<file path="src/rtl/cfsl_pkg.sv">
// ----------------------------------------------------------------------------
// cfsl_pkg: shared types and constants
// Field widths, configuration register indexes and sequencer states of the
// speed-limited camera follower.
// ----------------------------------------------------------------------------
package cfsl_pkg;

    localparam int OFS_BITS      = 15;
    localparam int SPEED_BITS    = 10;
    localparam int CFG_IDX_BITS  = 3;
    localparam int CFG_DATA_BITS = 15;

    localparam logic [CFG_IDX_BITS-1:0] CFG_VIEW_WIDTH   = 3'd0;
    localparam logic [CFG_IDX_BITS-1:0] CFG_VIEW_HEIGHT  = 3'd1;
    localparam logic [CFG_IDX_BITS-1:0] CFG_MAX_OFFSET_X = 3'd2;
    localparam logic [CFG_IDX_BITS-1:0] CFG_MAX_OFFSET_Y = 3'd3;
    localparam logic [CFG_IDX_BITS-1:0] CFG_STEP_SPEED   = 3'd4;

    localparam logic [OFS_BITS-1:0]   VIEW_SIZE_RESET  = 15'd1;
    localparam logic [SPEED_BITS-1:0] STEP_SPEED_RESET = 10'd8;

    typedef enum logic [2:0] {
        ST_IDLE,
        ST_LOAD,
        ST_MULT,
        ST_DECIDE,
        ST_ROOT,
        ST_DIV,
        ST_DONE
    } cfsl_state_t;

endpackage

</file>
<file path="src/rtl/cfsl_target_if.sv">
// ----------------------------------------------------------------------------
// cfsl_target_if: tracked point channel
// Valid/ready channel that carries one tracked point per transfer.
// ----------------------------------------------------------------------------
interface cfsl_target_if #(
    parameter int COORD_BITS = 16
);
    logic                         valid;
    logic                         ready;
    logic signed [COORD_BITS-1:0] target_x;
    logic signed [COORD_BITS-1:0] target_y;

    modport source (output valid, output target_x, output target_y, input ready);
    modport sink   (input valid, input target_x, input target_y, output ready);
endinterface

</file>
<file path="src/rtl/cfsl_view_if.sv">
// ----------------------------------------------------------------------------
// cfsl_view_if: view offset channel
// Valid/ready channel that carries the new view offset and its status flags.
// ----------------------------------------------------------------------------
interface cfsl_view_if;
    import cfsl_pkg::*;

    logic                valid;
    logic                ready;
    logic [OFS_BITS-1:0] view_x;
    logic [OFS_BITS-1:0] view_y;
    logic                moved;
    logic                limited;

    modport source (output valid, output view_x, output view_y, output moved,
                    output limited, input ready);
    modport sink   (input valid, input view_x, input view_y, input moved,
                    input limited, output ready);
endinterface

</file>
<file path="src/rtl/cfsl_cfg_if.sv">
// ----------------------------------------------------------------------------
// cfsl_cfg_if: configuration write channel
// Valid/ready channel that carries a register index and its write data.
// ----------------------------------------------------------------------------
interface cfsl_cfg_if;
    import cfsl_pkg::*;

    logic                     valid;
    logic                     ready;
    logic [CFG_IDX_BITS-1:0]  index;
    logic [CFG_DATA_BITS-1:0] data;

    modport source (output valid, output index, output data, input ready);
    modport sink   (input valid, input index, input data, output ready);
endinterface

</file>
<file path="src/rtl/camera_follow_speed_limited.sv">
// ----------------------------------------------------------------------------
// camera_follow_speed_limited: view offset that follows a point at bounded speed
// Clamps the target offset, then jumps to it or steps toward it by at most
// step_speed, using bit-serial multiply, square root and divide.
// ----------------------------------------------------------------------------
// A point is taken only while the sequencer is idle; a finished result waits in
// the output register, so the next point can be taken before it is collected.
// A frame in which the offset reaches the target (or stays put) goes from
// transfer to result through the clamp, shift-and-add squaring and the
// decision. A speed-limited frame adds the restoring square root, one root
// bit per cycle, and two parallel restoring dividers, one quotient bit per
// cycle.
// Configuration writes are accepted in every cycle.
module camera_follow_speed_limited #(
    parameter int COORD_BITS     = 16,
    parameter int ROOT_FRAC_BITS = 8
) (
    input  logic          clk,
    input  logic          rst_n,
    cfsl_target_if.sink   target,
    cfsl_view_if.source   view,
    cfsl_cfg_if.sink      cfg
);
    import cfsl_pkg::*;

    localparam int OW    = OFS_BITS;
    localparam int TW    = ((COORD_BITS > OW) ? COORD_BITS : OW) + 2;
    localparam int MW    = 2 * OW;
    localparam int D2W   = 2 * OW + 1;
    localparam int PW    = OW + SPEED_BITS;
    localparam int SW    = 2 * SPEED_BITS;
    localparam int RW    = (D2W + 1) / 2 + ROOT_FRAC_BITS;
    localparam int RADW  = 2 * RW;
    localparam int REMW  = RW + 2;
    localparam int NW    = PW + ROOT_FRAC_BITS;
    localparam int CNT_W = $clog2(NW);

    // Configuration and state
    logic [OW-1:0]         view_width_reg;
    logic [OW-1:0]         view_height_reg;
    logic [OW-1:0]         max_offset_x_reg;
    logic [OW-1:0]         max_offset_y_reg;
    logic [SPEED_BITS-1:0] step_speed_reg;
    logic [OW-1:0]         offset_x_reg;
    logic [OW-1:0]         offset_y_reg;

    cfsl_state_t state_reg;
    cfsl_state_t state_next;
    logic        out_valid_reg;
    logic        out_load;

    // Working registers
    logic [OW-1:0]         tx_reg, ty_reg;
    logic                  negx_reg, negy_reg;
    logic                  same_reg;
    logic [MW-1:0]         mcx_reg, mcy_reg;
    logic [OW-1:0]         mplrx_reg, mplry_reg;
    logic [SPEED_BITS-1:0] mplrs_reg;
    logic [SW-1:0]         mcs_reg;
    logic [D2W-1:0]        accd_reg;
    logic [PW-1:0]         accpx_reg, accpy_reg;
    logic [SW-1:0]         accs2_reg;
    logic [RADW-1:0]       rad_reg;
    logic [REMW-1:0]       sq_rem_reg;
    logic [RW-1:0]         root_reg;
    logic [NW-1:0]         numx_reg, numy_reg;
    logic [RW-1:0]         remx_reg, remy_reg;
    logic [CNT_W-1:0]      cnt_reg;
    logic [OW-1:0]         nx_reg, ny_reg;
    logic                  lim_reg;

    logic [OW-1:0] out_x_reg, out_y_reg;
    logic          out_moved_reg, out_limited_reg;

    // Combinational step values
    logic [OW-1:0]   tx_in, ty_in;
    logic [OW:0]     dx, dy;
    logic [OW-1:0]   magx, magy;
    logic [REMW+1:0] sq_pre, sq_trial, sq_diff;
    logic            sq_take;
    logic [RW-1:0]   root_step;
    logic [RW:0]     dvx_pre, dvy_pre, dv_div;
    logic            dvx_take, dvy_take;
    logic [OW-1:0]   qx, qy;
    logic            cnt_zero;

    function automatic logic [OW-1:0] clamp_target(
        input logic signed [COORD_BITS-1:0] p,
        input logic [OW-1:0]                size,
        input logic [OW-1:0]                maxo
    );
        logic signed [TW-1:0] t;
        logic signed [TW-1:0] m;
        logic [OW-1:0]        r;
        t = $signed(TW'(p)) - $signed(TW'(size >> 1));
        m = $signed(TW'(maxo));
        if (t >= m)
        begin
            r = maxo;
        end
        else if (t[TW-1])
        begin
            r = '0;
        end
        else
        begin
            r = t[OW-1:0];
        end
        return r;
    endfunction

    assign tx_in = clamp_target(target.target_x, view_width_reg, max_offset_x_reg);
    assign ty_in = clamp_target(target.target_y, view_height_reg, max_offset_y_reg);

    assign target.ready = (state_reg == ST_IDLE);
    assign cfg.ready    = 1'b1;

    assign view.valid   = out_valid_reg;
    assign view.view_x  = out_x_reg;
    assign view.view_y  = out_y_reg;
    assign view.moved   = out_moved_reg;
    assign view.limited = out_limited_reg;

    assign cnt_zero = (cnt_reg == '0);

    always_comb
    begin
        dx   = {1'b0, tx_reg} - {1'b0, offset_x_reg};
        dy   = {1'b0, ty_reg} - {1'b0, offset_y_reg};
        magx = dx[OW] ? OW'(-dx) : dx[OW-1:0];
        magy = dy[OW] ? OW'(-dy) : dy[OW-1:0];

        // One root bit per cycle: bring down two radicand bits, try 4*root+1.
        sq_pre    = {sq_rem_reg, rad_reg[RADW-1 -: 2]};
        sq_trial  = {2'b00, root_reg, 2'b01};
        sq_take   = (sq_pre >= sq_trial);
        sq_diff   = sq_pre - sq_trial;
        root_step = {root_reg[RW-2:0], sq_take};

        // One quotient bit per cycle on each axis, sharing the divisor.
        dv_div   = {1'b0, root_reg};
        dvx_pre  = {remx_reg, numx_reg[NW-1]};
        dvy_pre  = {remy_reg, numy_reg[NW-1]};
        dvx_take = (dvx_pre >= dv_div);
        dvy_take = (dvy_pre >= dv_div);
        qx       = {numx_reg[OW-2:0], dvx_take};
        qy       = {numy_reg[OW-2:0], dvy_take};
    end

    always_comb
    begin
        state_next = state_reg;
        out_load   = 1'b0;
        unique case (state_reg)
            ST_IDLE:
            begin
                if (target.valid)
                begin
                    state_next = ST_LOAD;
                end
            end
            ST_LOAD:
            begin
                state_next = ST_MULT;
            end
            ST_MULT:
            begin
                if (cnt_zero)
                begin
                    state_next = ST_DECIDE;
                end
            end
            ST_DECIDE:
            begin
                if (same_reg || (accd_reg < D2W'(accs2_reg)))
                begin
                    state_next = ST_DONE;
                end
                else
                begin
                    state_next = ST_ROOT;
                end
            end
            ST_ROOT:
            begin
                if (cnt_zero)
                begin
                    state_next = ST_DIV;
                end
            end
            ST_DIV:
            begin
                if (cnt_zero)
                begin
                    state_next = ST_DONE;
                end
            end
            ST_DONE:
            begin
                if (!out_valid_reg || view.ready)
                begin
                    out_load   = 1'b1;
                    state_next = ST_IDLE;
                end
            end
            default:
            begin
                state_next = ST_IDLE;
            end
        endcase
    end

    always_ff @(posedge clk or negedge rst_n)
    begin
        if (!rst_n)
        begin
            state_reg <= ST_IDLE;
        end
        else
        begin
            state_reg <= state_next;
        end
    end

    // Control state, configuration and the current offset.
    always_ff @(posedge clk or negedge rst_n)
    begin
        if (!rst_n)
        begin
            out_valid_reg    <= 1'b0;
            view_width_reg   <= VIEW_SIZE_RESET;
            view_height_reg  <= VIEW_SIZE_RESET;
            max_offset_x_reg <= '0;
            max_offset_y_reg <= '0;
            step_speed_reg   <= STEP_SPEED_RESET;
            offset_x_reg     <= '0;
            offset_y_reg     <= '0;
        end
        else
        begin
            if (out_load)
            begin
                out_valid_reg <= 1'b1;
                offset_x_reg  <= nx_reg;
                offset_y_reg  <= ny_reg;
            end
            else if (view.ready)
            begin
                out_valid_reg <= 1'b0;
            end

            if (cfg.valid)
            begin
                unique case (cfg.index)
                    CFG_VIEW_WIDTH:   view_width_reg   <= cfg.data[OW-1:0];
                    CFG_VIEW_HEIGHT:  view_height_reg  <= cfg.data[OW-1:0];
                    CFG_MAX_OFFSET_X: max_offset_x_reg <= cfg.data[OW-1:0];
                    CFG_MAX_OFFSET_Y: max_offset_y_reg <= cfg.data[OW-1:0];
                    CFG_STEP_SPEED:   step_speed_reg   <= cfg.data[SPEED_BITS-1:0];
                    default:          ;
                endcase
            end
        end
    end

    always_ff @(posedge clk)
    begin
        if (out_load)
        begin
            out_x_reg       <= nx_reg;
            out_y_reg       <= ny_reg;
            out_moved_reg   <= (nx_reg != offset_x_reg) || (ny_reg != offset_y_reg);
            out_limited_reg <= lim_reg;
        end

        unique case (state_reg)
            ST_IDLE:
            begin
                tx_reg <= tx_in;
                ty_reg <= ty_in;
            end
            ST_LOAD:
            begin
                negx_reg  <= dx[OW];
                negy_reg  <= dy[OW];
                same_reg  <= (dx == '0) && (dy == '0);
                mcx_reg   <= MW'(magx);
                mcy_reg   <= MW'(magy);
                mplrx_reg <= magx;
                mplry_reg <= magy;
                mplrs_reg <= step_speed_reg;
                mcs_reg   <= SW'(step_speed_reg);
                accd_reg  <= '0;
                accpx_reg <= '0;
                accpy_reg <= '0;
                accs2_reg <= '0;
                cnt_reg   <= CNT_W'(OW - 1);
            end
            ST_MULT:
            begin
                // Squares of both deltas, delta times speed and speed squared.
                accd_reg <= accd_reg + (mplrx_reg[0] ? D2W'(mcx_reg) : '0)
                                     + (mplry_reg[0] ? D2W'(mcy_reg) : '0);
                if (mplrs_reg[0])
                begin
                    accpx_reg <= accpx_reg + mcx_reg[PW-1:0];
                    accpy_reg <= accpy_reg + mcy_reg[PW-1:0];
                    accs2_reg <= accs2_reg + mcs_reg;
                end
                mcx_reg   <= {mcx_reg[MW-2:0], 1'b0};
                mcy_reg   <= {mcy_reg[MW-2:0], 1'b0};
                mcs_reg   <= {mcs_reg[SW-2:0], 1'b0};
                mplrx_reg <= mplrx_reg >> 1;
                mplry_reg <= mplry_reg >> 1;
                mplrs_reg <= mplrs_reg >> 1;
                cnt_reg   <= cnt_reg - 1'b1;
            end
            ST_DECIDE:
            begin
                lim_reg    <= 1'b0;
                rad_reg    <= RADW'(accd_reg) << (2 * ROOT_FRAC_BITS);
                sq_rem_reg <= '0;
                root_reg   <= '0;
                cnt_reg    <= CNT_W'(RW - 1);
                if (same_reg)
                begin
                    nx_reg <= offset_x_reg;
                    ny_reg <= offset_y_reg;
                end
                else
                begin
                    nx_reg <= tx_reg;
                    ny_reg <= ty_reg;
                end
            end
            ST_ROOT:
            begin
                rad_reg    <= {rad_reg[RADW-3:0], 2'b00};
                sq_rem_reg <= sq_take ? sq_diff[REMW-1:0] : sq_pre[REMW-1:0];
                if (cnt_zero)
                begin
                    // A zero root would divide by zero; it is forced to one.
                    root_reg <= (root_step == '0) ? RW'(1) : root_step;
                    numx_reg <= NW'(accpx_reg) << ROOT_FRAC_BITS;
                    numy_reg <= NW'(accpy_reg) << ROOT_FRAC_BITS;
                    remx_reg <= '0;
                    remy_reg <= '0;
                    cnt_reg  <= CNT_W'(NW - 1);
                end
                else
                begin
                    root_reg <= root_step;
                    cnt_reg  <= cnt_reg - 1'b1;
                end
            end
            ST_DIV:
            begin
                remx_reg <= dvx_take ? RW'(dvx_pre - dv_div) : dvx_pre[RW-1:0];
                remy_reg <= dvy_take ? RW'(dvy_pre - dv_div) : dvy_pre[RW-1:0];
                numx_reg <= {numx_reg[NW-2:0], dvx_take};
                numy_reg <= {numy_reg[NW-2:0], dvy_take};
                cnt_reg  <= cnt_reg - 1'b1;
                if (cnt_zero)
                begin
                    lim_reg <= 1'b1;
                    nx_reg  <= negx_reg ? (offset_x_reg - qx) : (offset_x_reg + qx);
                    ny_reg  <= negy_reg ? (offset_y_reg - qy) : (offset_y_reg + qy);
                end
            end
            ST_DONE:
            begin
            end
            default:
            begin
            end
        endcase
    end

endmodule
</file>
<file path="src/flat_wrapper.sv">
// flat-port wrapper written by rule: the top's interface ports become plain ports
module camera_follow_speed_limited_flat import cfsl_pkg::*;
#(
    parameter int COORD_BITS     = 16,
    parameter int ROOT_FRAC_BITS = 8
)
  (clk, rst_n, target_valid, target_target_x, target_target_y, target_ready, view_valid, view_view_x, view_view_y, view_moved, view_limited, view_ready, cfg_valid, cfg_index, cfg_data, cfg_ready);
  cfsl_target_if #(.COORD_BITS(COORD_BITS)) target_i ();
  cfsl_view_if view_i ();
  cfsl_cfg_if cfg_i ();
  input  logic clk;
  input  logic rst_n;
  input wire logic [$bits(target_i.valid)-1:0] target_valid;
  input wire logic [$bits(target_i.target_x)-1:0] target_target_x;
  input wire logic [$bits(target_i.target_y)-1:0] target_target_y;
  output wire logic [$bits(target_i.ready)-1:0] target_ready;
  output wire logic [$bits(view_i.valid)-1:0] view_valid;
  output wire logic [$bits(view_i.view_x)-1:0] view_view_x;
  output wire logic [$bits(view_i.view_y)-1:0] view_view_y;
  output wire logic [$bits(view_i.moved)-1:0] view_moved;
  output wire logic [$bits(view_i.limited)-1:0] view_limited;
  input wire logic [$bits(view_i.ready)-1:0] view_ready;
  input wire logic [$bits(cfg_i.valid)-1:0] cfg_valid;
  input wire logic [$bits(cfg_i.index)-1:0] cfg_index;
  input wire logic [$bits(cfg_i.data)-1:0] cfg_data;
  output wire logic [$bits(cfg_i.ready)-1:0] cfg_ready;
  assign target_i.valid = target_valid;
  assign target_i.target_x = target_target_x;
  assign target_i.target_y = target_target_y;
  assign target_ready = target_i.ready;
  assign view_valid = view_i.valid;
  assign view_view_x = view_i.view_x;
  assign view_view_y = view_i.view_y;
  assign view_moved = view_i.moved;
  assign view_limited = view_i.limited;
  assign view_i.ready = view_ready;
  assign cfg_i.valid = cfg_valid;
  assign cfg_i.index = cfg_index;
  assign cfg_i.data = cfg_data;
  assign cfg_ready = cfg_i.ready;
  camera_follow_speed_limited #(.COORD_BITS(COORD_BITS), .ROOT_FRAC_BITS(ROOT_FRAC_BITS)) u_core (.clk(clk), .rst_n(rst_n), .target(target_i), .view(view_i), .cfg(cfg_i));
endmodule
</file>
<file path="config.mk">
export PLATFORM = sky130hd
export DESIGN_NAME = camera_follow_speed_limited_flat
export DESIGN_NICKNAME = d
export VERILOG_FILES = /design/src/rtl/cfsl_pkg.sv /design/src/rtl/cfsl_target_if.sv /design/src/rtl/cfsl_view_if.sv /design/src/rtl/cfsl_cfg_if.sv /design/src/rtl/camera_follow_speed_limited.sv /design/src/flat_wrapper.sv
export SDC_FILE = /design/constraint.sdc
export NUM_CORES = 2
export LEC_CHECK = 0
export BUFFER_PORTS_ARGS = -buffer_cell sky130_fd_sc_hd__buf_2
export CORE_ASPECT_RATIO = 1.75
export CORE_MARGIN = 5
export CORE_UTILIZATION = 40
export DETAILED_ROUTE_END_ITERATION = 10
export PLACE_DENSITY = 0.57
export RECOVER_POWER = 25
export SLEW_MARGIN = 0
export SYNTH_ARGS = -nofsm -noshare
export SYNTH_HDL_FRONTEND = slang
export SYNTH_SLANG_ARGS = --single-unit
</file>
<file path="constraint.sdc">
create_clock -name clk -period 9.09 [get_ports clk]
set_input_delay 0.909 -clock clk [delete_from_list [all_inputs] [get_ports clk]]
set_output_delay 0.909 -clock clk [all_outputs]
set_load 0.01 [all_outputs]
</file>
# == Yosys cells after proc, flatten, opt, wreduce, memory -nomap -nowiden ==
# Index checks and enable logic that the tools add are counted.
# classes
n_mux,59
n_lt_le_gt_ge,6
addsub,19
n_reduce_logical,27
n_eq_ne,18
# ops
op,count
2-to-1 mux 15 bit,12
case mux 24 bit (2 select lines),3
case mux 33 bit (2 select lines),2
2-to-1 mux 24 bit,5
case mux 15 bit (2 select lines),4
case mux 30 bit (2 select lines),2
case mux 25 bit (2 select lines),2
case mux 48 bit (2 select lines),1
case mux 20 bit (2 select lines),2
2-to-1 mux 33 bit,2
adder 31 bit,2
case mux 31 bit (2 select lines),1
2-to-1 mux 30 bit,2
case mux 26 bit (2 select lines),1
adder 25 bit,2
greater-or-equal comparator 25 x 24 -> 1 bit,2
2-to-1 mux 25 bit,2
subtractor 24 bit,2
greater-or-equal comparator 18 x 16 -> 1 bit,2
subtractor 16 x 15 -> 17 bit,2
zero test 16 bit,2
subtractor 15 x 15 -> 16 bit,2
< comparator 31 x 20 -> 1 bit,1
adder 15 bit,2
33 further kinds,69
# totals
out_inout_bits,35
inputBits,55
elab_cells,168
reg_bits,639

# == Logic depth before layout (Yosys ltp) ==
# logic_depth
depth_word,5
ltp_mapped,26
ltp_nobuf,25

# == Worst setup path before layout ==
# Ideal clock, no wire load.
# synth_path
path_kind,flip-flop to flip-flop
from,register u_core.cnt_reg[2]
to,register u_core.numx_reg[0] (enable)
path_stages_with_launch,4
path_buffers,0
setup_slack_ps,2020
required_ps,8466
arrival_time_ps,6445
setup_time_ps,624
synth_period_minus_slack_ps,7070
path_cell_list,edfxtp_1 -> nor3_1 -> nand3b_1 -> a21oi_1
# synth_via
elab_chain_len,3
# synth_rtl
element,line_no,rtl
"start, declared",camera_follow_speed_limited.sv:68,logic [CNT_W-1:0] cnt_reg;
"start signal, assigned",camera_follow_speed_limited.sv:297,cnt_reg <= CNT_W'(OW - 1);
"start signal, assigned",camera_follow_speed_limited.sv:316,cnt_reg <= cnt_reg - 1'b1;
"start signal, assigned",camera_follow_speed_limited.sv:324,cnt_reg <= CNT_W'(RW - 1);
zero test 6 bit,camera_follow_speed_limited.sv:124,assign cnt_zero = (cnt_reg == '0);
inequality test 2 x 1 -> 1 bit (no line),n/a,
AND reduction 2 bit (no line),n/a,
"end signal, assigned",camera_follow_speed_limited.sv:344,numx_reg <= NW'(accpx_reg) << ROOT_FRAC_BITS;
"end signal, assigned",camera_follow_speed_limited.sv:360,"numx_reg <= {numx_reg[NW-2:0], dvx_take};"
"end, declared",camera_follow_speed_limited.sv:66,"logic [NW-1:0] numx_reg, numy_reg;"
# Every way passes these cells.
# A chain may end at the register's enable or synchronous reset.

# == Final worst setup path ==
# layout_path
from,register u_core.root_reg[1]
to,register u_core.ny_reg[14] (data pin)
# layout_via
elab_chain_len,5
word_cells_on_any_way,6
classes_between,2 x add/sub; 1 x order compare; 3 x mux
# layout_rtl
element,line_no,rtl
"start, declared",camera_follow_speed_limited.sv:65,logic [RW-1:0] root_reg;
"start signal, assigned",camera_follow_speed_limited.sv:343,root_reg <= (root_step == '0) ? RW'(1) : root_step;
"start signal, assigned",camera_follow_speed_limited.sv:352,root_reg <= root_step;
greater-or-equal comparator 25 x 24 -> 1 bit *,camera_follow_speed_limited.sv:145,dvy_take = (dvy_pre >= dv_div);
adder 15 bit / subtractor 15 bit (equally long branches),camera_follow_speed_limited.sv:367,ny_reg <= negy_reg ? (offset_y_reg - qy) : (offset_y_reg + qy);
2-to-1 mux 15 bit *,camera_follow_speed_limited.sv:367,
2-to-1 mux 15 bit *,camera_follow_speed_limited.sv:363,if (cnt_zero)
case mux 15 bit (2 select lines) *,camera_follow_speed_limited.sv:276,unique case (state_reg)
"end signal, assigned",camera_follow_speed_limited.sv:328,ny_reg <= offset_y_reg;
"end signal, assigned",camera_follow_speed_limited.sv:333,ny_reg <= ty_reg;
"end signal, assigned",camera_follow_speed_limited.sv:367,
"end, declared",camera_follow_speed_limited.sv:69,"logic [OW-1:0] nx_reg, ny_reg;"
# Every way passes the cells marked *; elsewhere a longest branch is shown, timed or not. The select of a mux whose other input is x is not followed.

==> reports/results.ini <==
[layout]
multi_input_area_um2 = 20200
seq_area_um2 = 18100
layout-drive-gt1-share_pct = 6.60
nFillCells = 9678
nets = 4478
syn_to_final_growth_pct = 10.1

[setup_path]
critical_path_peak_fanout = 4
arrival_ns = 6.64
cp_num_buf_inv = 2
crit_family = compound AO/OA/AOI/OAI gates
cp_slowest_cell = nor4_1
crit_type = flop to flop
max_stage_delay_ns = 0.79
cp_data_required_time_ns = 9.48
path_cells = inv_1 > ha_1 > nor2b_1 > o21ai_0 > a21boi_0 > o31ai_1 > a21oi_1 > nor4_1 > o21ai_2 > inv_1 > ha_1 > mux2_2 > fa_1 > nor2b_1 > o21ai_0 > a21boi_0 > o21ai_0 > a21boi_0 > o21ai_0 > a21oi_1 > o21ai_0 > and3_1 > o31a_1
cpMostUsedCell = o21ai_0
cp-end-kind = flop
startpoint_type = flop

[route]
drt_iter0_drc = 1467
via_per_inst = 5.34
ant_nets = 0
wl_per_cell_um = 19.3
drt_pre_antenna_iters = 5
dr_total_vias = 29000
drc = 0
wl_mm = 105

[cts]
insertion_delay_ns = 0.65
htreeDepth = 3
cts_buffers = 67
post-cts-setup-buffers = 0
clk_pin_slew_ns = 0.06
holdBufCountCts = 0
cts.sinks = 621
cts-resized-gates = 0
cts_buffer_depth = 3
cts_tree = yes
root_buffer = clkbuf_16

[timing]
worstMarginPinSlew_ns = 3.54
setup_viol = 0
max_freq_mhz = 160
setup_tns_ns = 0
relSlewSlack_pct = -136
finClkSkew_ns = 0.0345
post-route-min-period_ns = 6.25
fin_hold_ws_ns = 0.421
period_share_pct = 68.8
hold_viol = 0
grt_setup_unrepaired = no
drv_slew = 194

[synthesis]
synth.distinct_cells = 94
synth.area.top_cells = edfxtp_1, ha_1, dfrtp_1
synth_area_per_cell_um2 = 9.95
synth_area_leader_cell = edfxtp_1
synth_edf_count = 519
yosysWarnings = 0
synth_cells = 4007
synth_top_area_share_pct = 39.1
seq_area_frac_synth_pct = 45.5
yosys_most_used_dff = edfxtp_1
ys_ff_latch = 621
syn_area_um2 = 39900
syn_nets = 4415
async_reset_ff_share_pct = 16.4

[die]
rows = 153
top_level_ports = 90
die_y_um = 428
die_w_um = 249
core-area_um2 = 99200
start_util_pct = 40.2
die_area_um2 = 106000

[placement]
gp_congestion = 0.889
place_hpwl_mm = 78.5
portBuffers = 88

[global_route]
overflow = 0
grt_pass1_wl_mm = 164
grt_pass1_vias = 29700
grt_max_degree = 79
grt_usage_pct = 19.3
antenna_found_initial = 2

[status]
status = complete, but fails checks
violations = capacitance limit, slew limit

[run]
cap_viol_max_count = 4

[worst_hold_path]
hold_path_class = flop to flop

[placed cells by master (no fill, tap or decap), drive strengths merged, types with 68 or more instances in the layout]
cell and n:
nand2 545, edfxtp 519, nor2 357, ha 311
inv 303, o21ai 252, a21oi 236, xnor2 176
clkbuf 123, a21o 122, xor2 104, dfrtp 101
buf 81, mux2i 79, and3 68
[worst reg2reg max path, cell delays in order, from the launching register on]
cell and delay (ns):
edfxtp_1 0.54, inv_1 0.17, ha_1 0.32, nor2b_1 0.13, o21ai_0 0.21, a21boi_0 0.18, o31ai_1 0.28, a21oi_1 0.17
nor4_1 0.79, o21ai_2 0.17, inv_1 0.12, ha_1 0.23, mux2_2 0.29, fa_1 0.43, nor2b_1 0.12, o21ai_0 0.10
a21boi_0 0.23, o21ai_0 0.13, a21boi_0 0.40, o21ai_0 0.21, a21oi_1 0.24, o21ai_0 0.14, and3_1 0.20, o31a_1 0.23
[metal layers]
layer	GRT usage [%]	routed length (um)	vias up
met1	21.4	41300	14100
met3	2.04	2850	171
met2	38.1	57200	463
li1	-	-	14300
met4	6.94	3490	0
met5	0	0	-
[through the flow]
step / utilization, % / instance area, um2 / worst slack (ns) / cells
finish: 44.3 / 43900 / 2.84 / 5440
global route: 44.3 / 43900 / 2.36 / 5440
global placement: 42.1 / 41800 / 2.96 / 5318
CTS: 44.4 / 44000 / 2.90 / 5439
detailed placement: 42.1 / 41800 / 2.93 / 5318
floorplan: - / 39900 / 2.02 / 4007
[cell usage after synthesis (45+ instances only)]
cell type and n:
a21o_1 122, a21oi_1 234, and3_1 68, clkbuf_1 100
dfrtp_1 101, edfxtp_1 519, ha_1 311, inv_1 300
mux2_2 48, mux2i_1 79, nand2_1 545, nand3_1 45
nor2_1 357, nor2b_1 50, nor3_1 64, o21a_1 57
o21ai_0 248, xnor2_1 176, xor2_1 104
[worst paths after layout]
path / from / to / slack [ns] / cells past startpoint
min in group asynchronous: rst_n / u_core.view_width_reg[14] / 1.08 / 1
hold / removal: u_core.lim_reg / u_core.view.limited / 0.42 / 0
setup / recovery: u_core.root_reg[1] / u_core.ny_reg[14] / 2.84 / 23
max in group asynchronous: rst_n / u_core.step_speed_reg[7] / 3.60 / 2
setup reg to reg: u_core.root_reg[1] / u_core.ny_reg[14] / 2.84 / 23
hold reg to reg: u_core.lim_reg / u_core.view.limited / 0.42 / 0
[final cells by class]
class                      instances  area share (%)
clock inverter                    36           0.844
clock buffer                      85            4.16
tap                             1317            3.75
sequential                       621            41.3
multi-input combinational       2959            45.9
antenna                            1         0.00570
timing repair buffer             119            1.39
inverter                         302            2.59
[cell families after synthesis]
family	after synthesis	synth area share, %
flops	621	45.5
fa+ha+maj	353	11.9
mux	127	3.34
compound gates	879	14.0
buf+inv	427	4.08
simple gates	1319	15.0
xor+xnor	280	6.15
other cells	1	0.00941
Power is not shown: default switching activity piles up to over one toggle a cycle in this logic, so the estimate is an artifact.
